==> config.mk <==
export PLATFORM = sky130hd
export DESIGN_NAME = stick_sector_key_selector_flat
export DESIGN_NICKNAME = d
export VERILOG_FILES = /design/src/hw/rtl/ssks_pkg.sv /design/src/hw/rtl/ssks_if.sv /design/src/hw/rtl/ssks_cordic.sv /design/src/hw/rtl/ssks_isqrt.sv /design/src/hw/rtl/ssks_edge_div.sv /design/src/hw/rtl/stick_sector_key_selector.sv /design/src/flat_wrapper.sv
export SDC_FILE = /design/constraint.sdc
export NUM_CORES = 2
export LEC_CHECK = 0
export ABC_AREA = 1
export CORE_MARGIN = 10
export CORE_UTILIZATION = 55
export DETAILED_ROUTE_END_ITERATION = 16
export DONT_BUFFER_PORTS = 1
export HOLD_SLACK_MARGIN = 0.03
export PLACE_DENSITY_LB_ADDON = 0.25
export SLEW_MARGIN = 10
export SYNTH_ARGS = -nofsm -noshare
export SYNTH_HDL_FRONTEND = slang
export SYNTH_HIERARCHICAL = 1
export SYNTH_SLANG_ARGS = --single-unit
export TNS_END_PERCENT = 100
==> constraint.sdc <==
create_clock -name clk -period 17.44 [get_ports clk]
set_input_delay 1.744 -clock clk [delete_from_list [all_inputs] [get_ports clk]]
set_output_delay 1.744 -clock clk [all_outputs]
set_load 0.1 [all_outputs]
==> src/hw/rtl/ssks_pkg.sv <==
// Shared constants, types and the arctangent table of the stick sector key selector.
// Depends on nothing; the CORDIC, radius unit, edge divider, top level and verif files import it.
`default_nettype none

package ssks_pkg;

  // Angle and sector geometry
  localparam int ANGLE_BITS   = 16;
  localparam int MAX_SECTORS  = 16;
  localparam int BASE_SECTORS = 8;
  localparam int SECT_LIMIT   = (MAX_SECTORS < 16) ? MAX_SECTORS : 16;

  // Datapath widths
  localparam int PHASE_W      = 32;
  localparam int DELTA_W      = 17;
  localparam int CORDIC_STEPS = 24;
  localparam int PRE_SCALE    = 14;
  localparam int CORDIC_W     = 34;
  localparam int STEP_W       = $clog2(CORDIC_STEPS);
  localparam int ROOT_W       = 17;
  localparam int SQ_W         = 2 * ROOT_W;
  localparam int DIV_IDX_W    = 5;
  localparam int DIV_DEN_W    = 7;
  localparam int DIV_REM_W    = DIV_DEN_W + 1;

  // Configuration port
  localparam int ADDR_W = 5;
  localparam int DATA_W = 32;

  typedef enum logic [2:0] {
    REG_CENTER_X   = 3'd0,
    REG_CENTER_Y   = 3'd1,
    REG_ANGLE_OFS  = 3'd2,
    REG_SECT_COUNT = 3'd3,
    REG_KEY_COUNTS = 3'd4,
    REG_SECT_HYS   = 3'd5,
    REG_KEY_HYS    = 3'd6
  } ssks_reg_t;

  localparam logic [15:0] CENTER_RST      = 16'd32768;
  localparam logic [4:0]  SECT_COUNT_RST  = 5'd8;
  localparam logic [23:0] KEY_COUNTS_RST  = 24'h764924;

  // Request into and response out of the edge divider
  typedef struct packed {
    logic                 go;
    logic [DIV_IDX_W-1:0] idx;
    logic [DIV_DEN_W-1:0] den;
  } ssks_div_req_t;

  typedef struct packed {
    logic               done;
    logic [PHASE_W-1:0] q;
  } ssks_div_rsp_t;

  // atan(2^-i) in 1/2^32 turns
  function automatic logic [PHASE_W-1:0] atan_turn(input logic [STEP_W-1:0] i);
    logic [PHASE_W-1:0] v;
    case (i)
      5'd0:    v = 32'h20000000;
      5'd1:    v = 32'h12E4051E;
      5'd2:    v = 32'h09FB385B;
      5'd3:    v = 32'h051111D4;
      5'd4:    v = 32'h028B0D43;
      5'd5:    v = 32'h0145D7E1;
      5'd6:    v = 32'h00A2F61E;
      5'd7:    v = 32'h00517C55;
      5'd8:    v = 32'h0028BE53;
      5'd9:    v = 32'h00145F2F;
      5'd10:   v = 32'h000A2F98;
      5'd11:   v = 32'h000517CC;
      5'd12:   v = 32'h00028BE6;
      5'd13:   v = 32'h000145F3;
      5'd14:   v = 32'h0000A2FA;
      5'd15:   v = 32'h0000517D;
      5'd16:   v = 32'h000028BE;
      5'd17:   v = 32'h0000145F;
      5'd18:   v = 32'h00000A30;
      5'd19:   v = 32'h00000518;
      5'd20:   v = 32'h0000028C;
      5'd21:   v = 32'h00000146;
      5'd22:   v = 32'h000000A3;
      5'd23:   v = 32'h00000051;
      default: v = '0;
    endcase
    return v;
  endfunction

endpackage

`default_nettype wire

==> src/hw/rtl/ssks_if.sv <==
// Valid/ready channel interfaces for stick samples and selection results.
// Depends on nothing.
`default_nettype none

interface ssks_in_if;
  logic        valid;
  logic        ready;
  logic [15:0] x_pos;
  logic [15:0] y_pos;
  logic        restart;

  modport source (output valid, x_pos, y_pos, restart, input ready);
  modport sink   (input valid, x_pos, y_pos, restart, output ready);
endinterface

interface ssks_out_if;
  logic        valid;
  logic        ready;
  logic [15:0] angle;
  logic [16:0] radius;
  logic [3:0]  sector;
  logic [2:0]  key_index;
  logic        key_valid;

  modport source (output valid, angle, radius, sector, key_index, key_valid, input ready);
  modport sink   (input valid, angle, radius, sector, key_index, key_valid, output ready);
endinterface

`default_nettype wire

==> src/hw/rtl/ssks_cordic.sv <==
// Iterative vectoring CORDIC: one micro-rotation per cycle, phase in 1/2^32 turns.
// Depends on ssks_pkg (widths, step count, arctangent table).
`default_nettype none

module ssks_cordic (
  input  logic                            clk,
  input  logic                            rst,
  input  logic                            go,
  input  logic signed [ssks_pkg::DELTA_W-1:0] dx,
  input  logic signed [ssks_pkg::DELTA_W-1:0] dy,
  output logic                            done,
  output logic [ssks_pkg::PHASE_W-1:0]    phase
);
  import ssks_pkg::*;

  localparam int DROP = PHASE_W - ANGLE_BITS;
  localparam logic [PHASE_W-1:0] HALF = PHASE_W'(1) << (DROP - 1);
  localparam logic [PHASE_W-1:0] MASK = ~((PHASE_W'(1) << DROP) - PHASE_W'(1));

  logic signed [CORDIC_W-1:0] x, y, xs, ys, dx_w, dy_w;
  logic [PHASE_W-1:0]         z;
  logic [STEP_W-1:0]          step;
  logic                       busy;

  assign dx_w = CORDIC_W'(dx);
  assign dy_w = CORDIC_W'(dy);
  assign xs   = x >>> step;
  assign ys   = y >>> step;

  // Sequence the rotations
  always_ff @(posedge clk) begin
    if (rst) begin
      busy <= 1'b0;
      done <= 1'b0;
      step <= '0;
    end else if (go) begin
      busy <= 1'b1;
      done <= 1'b0;
      step <= '0;
    end else if (busy) begin
      step <= step + STEP_W'(1);
      if (step == STEP_W'(CORDIC_STEPS - 1)) begin
        busy <= 1'b0;
        done <= 1'b1;
      end
    end
  end

  // Fold to the right half plane, then rotate toward the x axis
  always_ff @(posedge clk) begin
    if (go) begin
      if (dx < 0) begin
        x <= (-dx_w) <<< PRE_SCALE;
        y <= (-dy_w) <<< PRE_SCALE;
        z <= PHASE_W'(1) << (PHASE_W - 1);
      end else begin
        x <= dx_w <<< PRE_SCALE;
        y <= dy_w <<< PRE_SCALE;
        z <= '0;
      end
    end else if (busy) begin
      if (y > 0) begin
        x <= x + ys;
        y <= y - xs;
        z <= z + atan_turn(step);
      end else if (y < 0) begin
        x <= x - ys;
        y <= y + xs;
        z <= z - atan_turn(step);
      end
    end
  end

  // Round to the angle resolution
  assign phase = (z + HALF) & MASK;

endmodule

`default_nettype wire

==> src/hw/rtl/ssks_isqrt.sv <==
// Radius unit: squares both deltas on one multiplier, then a digit-by-digit square root.
// Depends on ssks_pkg (widths).
`default_nettype none

module ssks_isqrt (
  input  logic                                clk,
  input  logic                                rst,
  input  logic                                go,
  input  logic signed [ssks_pkg::DELTA_W-1:0] dx,
  input  logic signed [ssks_pkg::DELTA_W-1:0] dy,
  output logic                                done,
  output logic [ssks_pkg::ROOT_W-1:0]         root
);
  import ssks_pkg::*;

  localparam int CNT_W = 5;
  localparam logic [CNT_W-1:0] CNT_SQ_X = CNT_W'(0);
  localparam logic [CNT_W-1:0] CNT_SQ_Y = CNT_W'(1);
  localparam logic [CNT_W-1:0] CNT_SUM  = CNT_W'(2);
  localparam logic [CNT_W-1:0] CNT_LAST = CNT_W'(2 + ROOT_W);

  logic signed [DELTA_W-1:0] dxr, dyr, m_op;
  logic signed [2*DELTA_W-1:0] sq;
  logic [SQ_W-2:0] prod;
  logic [SQ_W-1:0] v, res, bitv;
  logic [SQ_W:0]   trial;
  logic [CNT_W-1:0] cnt;
  logic busy;

  assign m_op  = (cnt == CNT_SQ_X) ? dxr : dyr;
  assign sq    = m_op * m_op;
  assign trial = {1'b0, res} + {1'b0, bitv};

  // Sequence squaring, summing and root digits
  always_ff @(posedge clk) begin
    if (rst) begin
      busy <= 1'b0;
      done <= 1'b0;
      cnt  <= '0;
    end else if (go) begin
      busy <= 1'b1;
      done <= 1'b0;
      cnt  <= '0;
    end else if (busy) begin
      cnt <= cnt + CNT_W'(1);
      if (cnt == CNT_LAST) begin
        busy <= 1'b0;
        done <= 1'b1;
      end
    end
  end

  always_ff @(posedge clk) begin
    if (go) begin
      dxr <= dx;
      dyr <= dy;
    end else if (busy) begin
      if (cnt == CNT_SQ_X) begin
        prod <= sq[SQ_W-2:0];
      end else if (cnt == CNT_SQ_Y) begin
        prod <= sq[SQ_W-2:0];
        v    <= {1'b0, prod};
      end else if (cnt == CNT_SUM) begin
        v    <= v + {1'b0, prod};
        res  <= '0;
        bitv <= SQ_W'(1) << (SQ_W - 2);
      end else begin
        // One root digit: subtract the trial value where it fits
        if ({1'b0, v} >= trial) begin
          v   <= v - trial[SQ_W-1:0];
          res <= (res >> 1) + bitv;
        end else begin
          res <= res >> 1;
        end
        bitv <= bitv >> 2;
      end
    end
  end

  // Saturate at the result width
  assign root = (|res[SQ_W-1:ROOT_W]) ? {ROOT_W{1'b1}} : res[ROOT_W-1:0];

endmodule

`default_nettype wire

==> src/hw/rtl/ssks_edge_div.sv <==
// Edge divider: ceil(idx * 2^32 / den) modulo 2^32, eight quotient bits per cycle.
// Depends on ssks_pkg (request and response types, widths).
`default_nettype none

module ssks_edge_div (
  input  logic                    clk,
  input  logic                    rst,
  input  ssks_pkg::ssks_div_req_t req,
  output ssks_pkg::ssks_div_rsp_t rsp
);
  import ssks_pkg::*;

  localparam int CHUNK  = 8;
  localparam int ROUNDS = PHASE_W / CHUNK;
  localparam int RND_W  = $clog2(ROUNDS);

  logic [DIV_REM_W-1:0] r, rr;
  logic [DIV_REM_W:0]   t;
  logic [DIV_DEN_W-1:0] den;
  logic [CHUNK-1:0]     qb;
  logic [PHASE_W-1:0]   q;
  logic [RND_W-1:0]     rnd;
  logic                 busy, fin, done;
  logic [DIV_REM_W-1:0] idx_w, den_w;

  assign idx_w = DIV_REM_W'(req.idx);
  assign den_w = DIV_REM_W'(req.den);

  // Long-division chunk on the running remainder
  always_comb begin
    rr = r;
    qb = '0;
    t  = '0;
    for (int k = 0; k < CHUNK; k++) begin
      t = {rr, 1'b0};
      if (t >= (DIV_REM_W + 1)'(den)) begin
        rr            = DIV_REM_W'(t - (DIV_REM_W + 1)'(den));
        qb[CHUNK-1-k] = 1'b1;
      end else begin
        rr = t[DIV_REM_W-1:0];
      end
    end
  end

  always_ff @(posedge clk) begin
    if (rst) begin
      busy <= 1'b0;
      fin  <= 1'b0;
      done <= 1'b0;
      rnd  <= '0;
    end else if (req.go) begin
      busy <= 1'b1;
      fin  <= 1'b0;
      done <= 1'b0;
      rnd  <= '0;
    end else if (busy) begin
      rnd <= rnd + RND_W'(1);
      if (rnd == RND_W'(ROUNDS - 1)) begin
        busy <= 1'b0;
        fin  <= 1'b1;
      end
    end else if (fin) begin
      fin  <= 1'b0;
      done <= 1'b1;
    end
  end

  // Integer part is one only at the full turn, which wraps to zero
  always_ff @(posedge clk) begin
    if (req.go) begin
      den <= req.den;
      r   <= (idx_w >= den_w) ? idx_w - den_w : idx_w;
      q   <= '0;
    end else if (busy) begin
      r <= rr;
      q <= {q[PHASE_W-CHUNK-1:0], qb};
    end else if (fin) begin
      q <= q + PHASE_W'(r != '0);
    end
  end

  assign rsp.done = done;
  assign rsp.q    = q;

endmodule

`default_nettype wire

==> src/hw/rtl/stick_sector_key_selector.sv <==
// Top level of the stick sector key selector: config registers, sequencer, hysteresis.
// Depends on ssks_pkg, ssks_if, ssks_cordic, ssks_isqrt and ssks_edge_div.
//
//   channel   dir  handshake          word
//   sample    in   valid/ready        x_pos, y_pos, restart
//   result    out  valid/ready        angle, radius, sector, key_index, key_valid
//   apb       in   psel/penable       7 registers at byte address 4*i, pready tied high
//
// From acceptance to a valid result a word goes through 24 CORDIC rotations,
// then edge divisions on the shared divider (sector edges, sector start, key edges).
// The next word is accepted the cycle after the result is loaded into the output
// register, even while that result still waits for ready.
// Reset (rst, synchronous) restores register defaults and clears the history.
`default_nettype none

module stick_sector_key_selector (
  input  logic                          clk,
  input  logic                          rst,
  ssks_in_if.sink                       sample,
  ssks_out_if.source                    result,
  input  logic                          psel,
  input  logic                          penable,
  input  logic                          pwrite,
  input  logic [ssks_pkg::ADDR_W-1:0]   paddr,
  input  logic [ssks_pkg::DATA_W-1:0]   pwdata,
  output logic [ssks_pkg::DATA_W-1:0]   prdata,
  output logic                          pready
);
  import ssks_pkg::*;

  typedef enum logic [9:0] {
    S_IDLE  = 10'b0000000001,
    S_START = 10'b0000000010,
    S_RUN   = 10'b0000000100,
    S_SRAW  = 10'b0000001000,
    S_SMUL  = 10'b0000010000,
    S_DIV   = 10'b0000100000,
    S_SDEC  = 10'b0001000000,
    S_SKEY  = 10'b0010000000,
    S_KMUL  = 10'b0100000000,
    S_KDEC  = 10'b1000000000
  } state_t;

  // Division jobs, in issue order
  localparam logic [2:0] JOB_SECT_LO = 3'd0;
  localparam logic [2:0] JOB_SECT_HI = 3'd1;
  localparam logic [2:0] JOB_START   = 3'd2;
  localparam logic [2:0] JOB_KEY_LO  = 3'd3;
  localparam logic [2:0] JOB_KEY_HI  = 3'd4;

  state_t state, state_next;

  // Configuration registers
  logic [15:0] center_x, center_y, angle_offset, sector_hys, key_hys;
  logic [4:0]  sector_count;
  logic [23:0] key_counts;
  logic        cfg_wr;
  ssks_reg_t   cfg_sel;

  // History
  logic [3:0] last_sector;
  logic [2:0] last_key;
  logic       history_valid;

  // Work registers
  logic signed [DELTA_W-1:0] dx, dy;
  logic                      fresh;
  logic [PHASE_W-1:0]        p, se0, se1, start_e, ke0, ke1;
  logic [3:0]                sector_raw, sector;
  logic [2:0]                kc, key_raw;
  logic [DIV_DEN_W-1:0]      sc;
  logic [2:0]                job, launch_job;

  // Output register
  logic        out_valid;
  logic [15:0] out_angle;
  logic [16:0] out_radius;
  logic [3:0]  out_sector;
  logic [2:0]  out_key;
  logic        out_key_valid;

  // Unit interfaces
  logic                cordic_go, cordic_done, sqrt_done;
  logic [PHASE_W-1:0]  phase;
  logic [ROOT_W-1:0]   root;
  ssks_div_req_t       div_req;
  ssks_div_rsp_t       div_rsp;

  // Combinational datapath
  logic [4:0]              s_eff;
  logic [PHASE_W+4:0]      ps;
  logic [4:0]              sraw_w;
  logic [PHASE_W-1:0]      local_p;
  logic [PHASE_W+6:0]      pk;
  logic [6:0]              kraw_w;
  logic                    keep_s, keep_k, out_free;
  logic [2:0]              key_final, slot_c;
  logic [$clog2(BASE_SECTORS)-1:0] slot;

  function automatic logic near_edges(input logic [PHASE_W-1:0] pa,
                                      input logic [PHASE_W-1:0] e0,
                                      input logic [PHASE_W-1:0] e1,
                                      input logic [15:0] margin);
    logic [PHASE_W-1:0] d0, d1, m;
    d0 = pa - e0;
    d1 = pa - e1;
    if (d0 > 32'h8000_0000) d0 = -d0;
    if (d1 > 32'h8000_0000) d1 = -d1;
    m = {margin, 16'h0000};
    return (d0 < m) || (d1 < m);
  endfunction

  // Configuration write and read
  assign pready  = 1'b1;
  assign cfg_wr  = psel && penable && pwrite;
  assign cfg_sel = ssks_reg_t'(paddr[ADDR_W-1:2]);

  always_ff @(posedge clk) begin
    if (rst) begin
      center_x     <= CENTER_RST;
      center_y     <= CENTER_RST;
      angle_offset <= '0;
      sector_count <= SECT_COUNT_RST;
      key_counts   <= KEY_COUNTS_RST;
      sector_hys   <= '0;
      key_hys      <= '0;
    end else if (cfg_wr) begin
      case (cfg_sel)
        REG_CENTER_X:   center_x     <= pwdata[15:0];
        REG_CENTER_Y:   center_y     <= pwdata[15:0];
        REG_ANGLE_OFS:  angle_offset <= pwdata[15:0];
        REG_SECT_COUNT: sector_count <= pwdata[4:0];
        REG_KEY_COUNTS: key_counts   <= pwdata[23:0];
        REG_SECT_HYS:   sector_hys   <= pwdata[15:0];
        REG_KEY_HYS:    key_hys      <= pwdata[15:0];
        default: ;
      endcase
    end
  end

  always_comb begin
    case (cfg_sel)
      REG_CENTER_X:   prdata = DATA_W'(center_x);
      REG_CENTER_Y:   prdata = DATA_W'(center_y);
      REG_ANGLE_OFS:  prdata = DATA_W'(angle_offset);
      REG_SECT_COUNT: prdata = DATA_W'(sector_count);
      REG_KEY_COUNTS: prdata = DATA_W'(key_counts);
      REG_SECT_HYS:   prdata = DATA_W'(sector_hys);
      REG_KEY_HYS:    prdata = DATA_W'(key_hys);
      default:        prdata = '0;
    endcase
  end

  // Clamp the sector count into range
  always_comb begin
    if (sector_count == 5'd0) begin
      s_eff = 5'd1;
    end else if (sector_count > 5'(SECT_LIMIT)) begin
      s_eff = 5'(SECT_LIMIT);
    end else begin
      s_eff = sector_count;
    end
  end

  // Raw sector and raw key quantizers
  assign ps      = (PHASE_W + 5)'(p) * (PHASE_W + 5)'(s_eff);
  assign sraw_w  = ps[PHASE_W+4:PHASE_W];
  assign local_p = p - start_e;
  assign pk      = (PHASE_W + 7)'(local_p) * (PHASE_W + 7)'(sc);
  assign kraw_w  = pk[PHASE_W+6:PHASE_W];
  assign slot    = ($clog2(BASE_SECTORS))'(sector % BASE_SECTORS);
  assign slot_c  = key_counts[3*slot +: 3];

  // Hysteresis decisions
  assign keep_s = !fresh && (5'(last_sector) < s_eff) && (sector_raw != last_sector) &&
                  near_edges(p, se0, se1, sector_hys);
  assign keep_k = !fresh && (last_key < kc) && (key_raw != last_key) &&
                  near_edges(p, ke0, ke1, key_hys);
  assign key_final = (kc == 3'd0) ? 3'd0 : (keep_k ? last_key : key_raw);
  assign out_free  = !out_valid || result.ready;

  // Shared units
  assign cordic_go = (state == S_START);

  ssks_cordic u_cordic (
    .clk   (clk),
    .rst   (rst),
    .go    (cordic_go),
    .dx    (dx),
    .dy    (dy),
    .done  (cordic_done),
    .phase (phase)
  );

  ssks_isqrt u_isqrt (
    .clk  (clk),
    .rst  (rst),
    .go   (cordic_go),
    .dx   (dx),
    .dy   (dy),
    .done (sqrt_done),
    .root (root)
  );

  // Launch the next division job
  always_comb begin
    div_req.go = 1'b0;
    launch_job = job;
    unique case (state)
      S_SMUL: begin
        div_req.go = 1'b1;
        launch_job = JOB_SECT_LO;
      end
      S_SKEY: begin
        div_req.go = 1'b1;
        launch_job = JOB_START;
      end
      S_DIV: begin
        if (div_rsp.done && (job == JOB_SECT_LO || job == JOB_START || job == JOB_KEY_LO)) begin
          div_req.go = 1'b1;
          launch_job = job + 3'd1;
        end
      end
      default: ;
    endcase
  end

  always_comb begin
    div_req.idx = DIV_IDX_W'(last_sector);
    div_req.den = DIV_DEN_W'(s_eff);
    case (launch_job)
      JOB_SECT_LO: div_req.idx = DIV_IDX_W'(last_sector);
      JOB_SECT_HI: div_req.idx = DIV_IDX_W'(last_sector) + DIV_IDX_W'(1);
      JOB_START:   div_req.idx = DIV_IDX_W'(sector);
      JOB_KEY_LO: begin
        div_req.idx = DIV_IDX_W'(last_key);
        div_req.den = sc;
      end
      JOB_KEY_HI: begin
        div_req.idx = DIV_IDX_W'(last_key) + DIV_IDX_W'(1);
        div_req.den = sc;
      end
      default: ;
    endcase
  end

  ssks_edge_div u_div (
    .clk (clk),
    .rst (rst),
    .req (div_req),
    .rsp (div_rsp)
  );

  // Sequencer
  always_comb begin
    state_next = state;
    unique case (state)
      S_IDLE:  if (sample.valid) state_next = S_START;
      S_START: state_next = S_RUN;
      S_RUN:   if (cordic_done && sqrt_done) state_next = S_SRAW;
      S_SRAW:  state_next = S_SMUL;
      S_SMUL:  state_next = S_DIV;
      S_DIV: begin
        if (div_rsp.done && job == JOB_SECT_HI) begin
          state_next = S_SDEC;
        end else if (div_rsp.done && job == JOB_KEY_HI) begin
          state_next = S_KMUL;
        end
      end
      S_SDEC:  state_next = S_SKEY;
      S_SKEY:  state_next = S_DIV;
      S_KMUL:  state_next = S_KDEC;
      S_KDEC:  if (out_free) state_next = S_IDLE;
      default: state_next = S_IDLE;
    endcase
  end

  assign sample.ready = (state == S_IDLE);

  // Control state: sequencer, history, output valid
  always_ff @(posedge clk) begin
    if (rst) begin
      state         <= S_IDLE;
      job           <= JOB_SECT_LO;
      last_sector   <= '0;
      last_key      <= '0;
      history_valid <= 1'b0;
      out_valid     <= 1'b0;
    end else begin
      state <= state_next;
      if (div_req.go) job <= launch_job;
      // Load a finished word, else drop the one the sink took
      if (state == S_KDEC && out_free) begin
        out_valid     <= 1'b1;
        last_sector   <= sector;
        last_key      <= key_final;
        history_valid <= 1'b1;
      end else if (result.ready) begin
        out_valid <= 1'b0;
      end
    end
  end

  // Datapath registers
  always_ff @(posedge clk) begin
    if (sample.valid && sample.ready) begin
      dx    <= $signed({1'b0, sample.x_pos}) - $signed({1'b0, center_x});
      dy    <= $signed({1'b0, sample.y_pos}) - $signed({1'b0, center_y});
      fresh <= sample.restart || !history_valid;
    end
    if (state == S_SRAW) p <= phase + {angle_offset, 16'h0000};
    if (state == S_SMUL) sector_raw <= (sraw_w >= s_eff) ? 4'(s_eff - 5'd1) : sraw_w[3:0];
    if (state == S_SDEC) sector <= keep_s ? last_sector : sector_raw;
    if (state == S_SKEY) begin
      kc <= slot_c;
      sc <= DIV_DEN_W'(s_eff) * DIV_DEN_W'(slot_c);
    end
    if (state == S_DIV && div_rsp.done) begin
      case (job)
        JOB_SECT_LO: se0     <= div_rsp.q;
        JOB_SECT_HI: se1     <= div_rsp.q;
        JOB_START:   start_e <= div_rsp.q;
        JOB_KEY_LO:  ke0     <= start_e + div_rsp.q;
        JOB_KEY_HI:  ke1     <= start_e + div_rsp.q;
        default: ;
      endcase
    end
    if (state == S_KMUL) key_raw <= (kraw_w >= 7'(kc)) ? kc - 3'd1 : kraw_w[2:0];
    if (state == S_KDEC && out_free) begin
      out_angle     <= p[PHASE_W-1:PHASE_W-16];
      out_radius    <= root;
      out_sector    <= sector;
      out_key       <= key_final;
      out_key_valid <= (kc != 3'd0);
    end
  end

  assign result.valid     = out_valid;
  assign result.angle     = out_angle;
  assign result.radius    = out_radius;
  assign result.sector    = out_sector;
  assign result.key_index = out_key;
  assign result.key_valid = out_key_valid;

endmodule

`default_nettype wire

==> src/flat_wrapper.sv <==
// flat-port wrapper written by rule: the top's interface ports become plain ports
module stick_sector_key_selector_flat import ssks_pkg::*;
  (clk, rst, psel, penable, pwrite, paddr, pwdata, prdata, pready, sample_valid, sample_x_pos, sample_y_pos, sample_restart, sample_ready, result_valid, result_angle, result_radius, result_sector, result_key_index, result_key_valid, result_ready);
  ssks_in_if sample_i ();
  ssks_out_if result_i ();
  input  logic clk;
  input  logic rst;
  input  logic psel;
  input  logic penable;
  input  logic pwrite;
  input  logic [ssks_pkg::ADDR_W-1:0] paddr;
  input  logic [ssks_pkg::DATA_W-1:0] pwdata;
  output logic [ssks_pkg::DATA_W-1:0] prdata;
  output logic pready;
  input wire logic [$bits(sample_i.valid)-1:0] sample_valid;
  input wire logic [$bits(sample_i.x_pos)-1:0] sample_x_pos;
  input wire logic [$bits(sample_i.y_pos)-1:0] sample_y_pos;
  input wire logic [$bits(sample_i.restart)-1:0] sample_restart;
  output wire logic [$bits(sample_i.ready)-1:0] sample_ready;
  output wire logic [$bits(result_i.valid)-1:0] result_valid;
  output wire logic [$bits(result_i.angle)-1:0] result_angle;
  output wire logic [$bits(result_i.radius)-1:0] result_radius;
  output wire logic [$bits(result_i.sector)-1:0] result_sector;
  output wire logic [$bits(result_i.key_index)-1:0] result_key_index;
  output wire logic [$bits(result_i.key_valid)-1:0] result_key_valid;
  input wire logic [$bits(result_i.ready)-1:0] result_ready;
  assign sample_i.valid = sample_valid;
  assign sample_i.x_pos = sample_x_pos;
  assign sample_i.y_pos = sample_y_pos;
  assign sample_i.restart = sample_restart;
  assign sample_ready = sample_i.ready;
  assign result_valid = result_i.valid;
  assign result_angle = result_i.angle;
  assign result_radius = result_i.radius;
  assign result_sector = result_i.sector;
  assign result_key_index = result_i.key_index;
  assign result_key_valid = result_i.key_valid;
  assign result_i.ready = result_ready;
  stick_sector_key_selector u_core (.clk(clk), .rst(rst), .sample(sample_i), .result(result_i), .psel(psel), .penable(penable), .pwrite(pwrite), .paddr(paddr), .pwdata(pwdata), .prdata(prdata), .pready(pready));
endmodule
==> impl_metrics.py <==
metrics = {
    "status": {
        "outcome": "finished, final reports clean",
    },
    "timing": {
        "tightest_slew_ns": 1.214,
        "finalClockSkew_ns": 0.05375,
        "setup_violating_endpoint_count_in_the_final_report": 0,
        "fin_tns_setup_ns": 0,
        "final.min_clock_period_ns": 15.62,
        "fmax_ghz": 0.06401,
        "hold_violations_final": 0,
        "rsz0062_at_grt": "false",
        "layout_worst_path_cycle_share_pct": 89.57,
        "slew_violations": 0,
        "relSlewSlack_pct": 18.98,
    },
    "global_routing": {
        "number_of_antenna_violations_at_the_first_check_in_global_routing": 25,
        "grt_usage_pct": 32.01,
        "gr-total-overflow": 0,
        "first_global_vias": 80540,
        "pin_count_of_the_biggest_net_entering_global_routing": 111,
        "global_route_wire_length_before_repair_um": 455800,
    },
    "worst_setup_path": {
        "end_kind": "register",
        "path_common_cell": "nor2_1",
        "slowest_delay_ns": 0.41,
        "critical_path.startpoint": "u_core/u_div/den[1]",
        "critical-path-slowest-cell": "edfxtp_1",
        "crit_end": "u_core/u_div/r[6]",
        "worst_path_maximum_fanout": 12,
        "start_kind": "register",
        "reg2reg_depth": 97,
        "crit_arrival_ns": 16.12,
        "rr_endpoint": "u_core/u_div/r[6]",
        "critPathBufInv": 10,
        "rrSetupSlack_ns": 1.82,
        "crit_type": "reg -> reg",
        "r2r_start": "u_core/u_div/den[1]",
        "timing.critical_path.required_ns": 17.94,
        "path_delay_family": "simple AND/OR/NAND/NOR gates",
        "critical_path_cell_count": 97,
    },
    "clocking": {
        "clk_root_buffer_cell": "clkbuf_16",
        "htree_levels": 3,
        "maximum_clock_path_buffer_count": 3,
        "clk_transition_reported_paths_ns": 0.07,
        "clock-sinks": 767,
        "tritoncts_clock_tree": "yes",
        "tritoncts.num_buffers": 96,
        "cts_hold_buf": 0,
        "clkLatencyLatePin_ns": 0.78,
    },
    "yosys": {
        "post_synth.cell_area_avg_um2": 7.111,
        "synthDistinctLibCells": 84,
        "synth-edff-count": 555,
        "synth_largest_area_cell": "edfxtp_1",
        "synth_top_area_share_pct": 18.60,
        "synth_ff_type": "edfxtp_1",
        "async_flop_share_pct": 0,
        "synthesis.instances": 12600,
        "synthesis.area_um2": 89600,
        "yosys_warnings": 6,
        "yosysSeqAreaShare_pct": 23.34,
        "synth_seq_cells": 767,
        "post_synth_main_area_contributors": "edfxtp_1 19%, nand2_1 13%, fa_1 12%",
    },
    "floorplanning": {
        "placeable_core_region_um2": 162400,
        "dieHeight_um": 423.6,
        "area_enclosed_by_the_die_boundary_um2": 179400,
        "io_pins": 153,
        "initial_core_util_pct": 55.17,
        "rows": 148,
        "die_w_um": 423.6,
    },
    "finish": {
        "final_cell_mix": "3007 x nand2_1, 2102 x inv_1, 1243 x nor2_1",
        "layout-drive-gt1-share_pct": 4.786,
        "area_growth_syn_to_layout_pct": 6.998,
        "final_net_count": 13930,
        "layout_commonest_cell": "nand2_1",
    },
    "drt": {
        "post_drt_via_cell_ratio": 5.672,
        "routed-wl-met3_um": 20620,
        "post_detailed_route_wirelength_per_cell_um": 20.01,
        "ant_nets": 0,
        "route.vias.total": 84130,
        "drt_first_iter_violations": 8112,
        "met2_wirelength_um": 133800,
        "met1_wire_length_um": 120400,
        "top_signal_layer_used": "met5",
        "drcViolationCount": 0,
        "drt-pass1-iter-count": 8,
        "wirelength_um": 296800,
    },
    "min_path": {
        "min_path_type": "reg -> reg",
    },
    "place": {
        "io_buffers": 0,
        "globalplace.congestion": 1.017,
        "dp.final_hpwl_um": 238900,
    },
    "job": {
        "timing.max_cap.violations": 0,
    },
}
## registers in the layout, indices dropped and copies added (netlist names), 17 cells and up, named ones only
register	cells
u_core/u_isqrt/prod	32
u_core/ke0	32
u_core/dy	17
u_core/u_cordic/x	34
u_core/u_div/q	32
u_core/key_counts	24
u_core/u_isqrt/bitv	17
u_core/u_cordic/y	34
u_core/p	32
u_core/ke1	32
u_core/u_isqrt/dyr	17
u_core/se0	32
u_core/result.radius	17
u_core/u_isqrt/res	34
u_core/u_isqrt/dxr	17
u_core/dx	17
u_core/start_e	32
u_core/u_isqrt/v	34
u_core/u_cordic/z	32
u_core/se1	32
## final cells by class
type	instances	area, µm²
inverter	2146	8059
sequential	767	20920
antenna	16	40.04
fill	15250	66540
clock buffer	127	2759
clock inverter	55	636.9
tap	2175	2721
multi-input combinational	9411	59690
timing repair buffer	134	1046
## metrics by stage
stage	instances	hold slack (ns)	utilization [%]	setup WS (ns)	area [µm²]
final	14830	0.4621	59.03	1.818	95870
after global routing	14830	0.4758	59.03	0.03461	95860
after CTS	14810	0.4550	58.97	1.585	95770
after detailed placement	14630	0.4473	56.88	1.653	92380
after global placement	14630	0.4344	56.88	1.548	92370
after floorplan	12620	0.4244	-	4.749	89680
## worst min-delay path by stage
stage / startpoint / slack (ns) / to / cells past startpoint
2_1_floorplan: u_core/p[31] / 0.42 / u_core/result.angle[15] / 0
3_3_place_gp: u_core/dy[14] / 0.43 / u_core/u_isqrt/dyr[14] / 0
3_5_place_dp: u_core/history_valid / 0.45 / u_core/history_valid / 2
4_1_cts: u_core/history_valid / 0.46 / u_core/history_valid / 2
5_1_grt: u_core/dy[14] / 0.48 / u_core/u_isqrt/dyr[14] / 0
6_report: u_core/dy[14] / 0.46 / u_core/u_isqrt/dyr[14] / 0
## cell usage after synthesis, drive strengths merged, types with 20 or more instances
cell,n
a221oi,28
o21bai,40
a21oi,808
buf,122
dfxtp,212
nand4,131
o211ai,40
nor4,44
nor3,174
or2,71
o21ai,644
clkbuf,176
nand2,3057
xor2,325
nor2,1296
a31oi,93
o21a,27
o221ai,22
xnor2,189
a21o,35
a21boi,20
inv,2135
fa,516
a211oi,30
nand3b,29
o22ai,34
nand3,848
ha,778
edfxtp,555
## layer usage
metal | up-vias | track usage [%]
met3 | 770 | 4.663
li1 | 40770 | -
met2 | 3308 | 51.42
met4 | 2 | 20.33
met5 | - | 0
met1 | 39270 | 40.36
## repair_timing
item | 4_1_cts | 5_1_grt
buffers inserted | 0 | 5
endpoints found under the setup margin | 0 | 9
gates resized for setup | 0 | 3
## cells by family (layout without fill, tap and decap cells)
kind of cell | Yosys count | count (layout) | share of synthesized area (%)
compound gates | 1890 | 1890 | 11.96
fa+ha+maj | 1294 | 1294 | 22.39
xor+xnor | 514 | 514 | 5.050
simple gates | 5686 | 5686 | 26.68
other cells | 3 | 41 | 0.01257
buf+inv | 2444 | 2462 | 10.54
mux | 2 | 2 | 0.02374
flops | 767 | 767 | 23.34
Power is not shown: default switching activity piles up to over one toggle a cycle in this logic, so the estimate is an artifact.
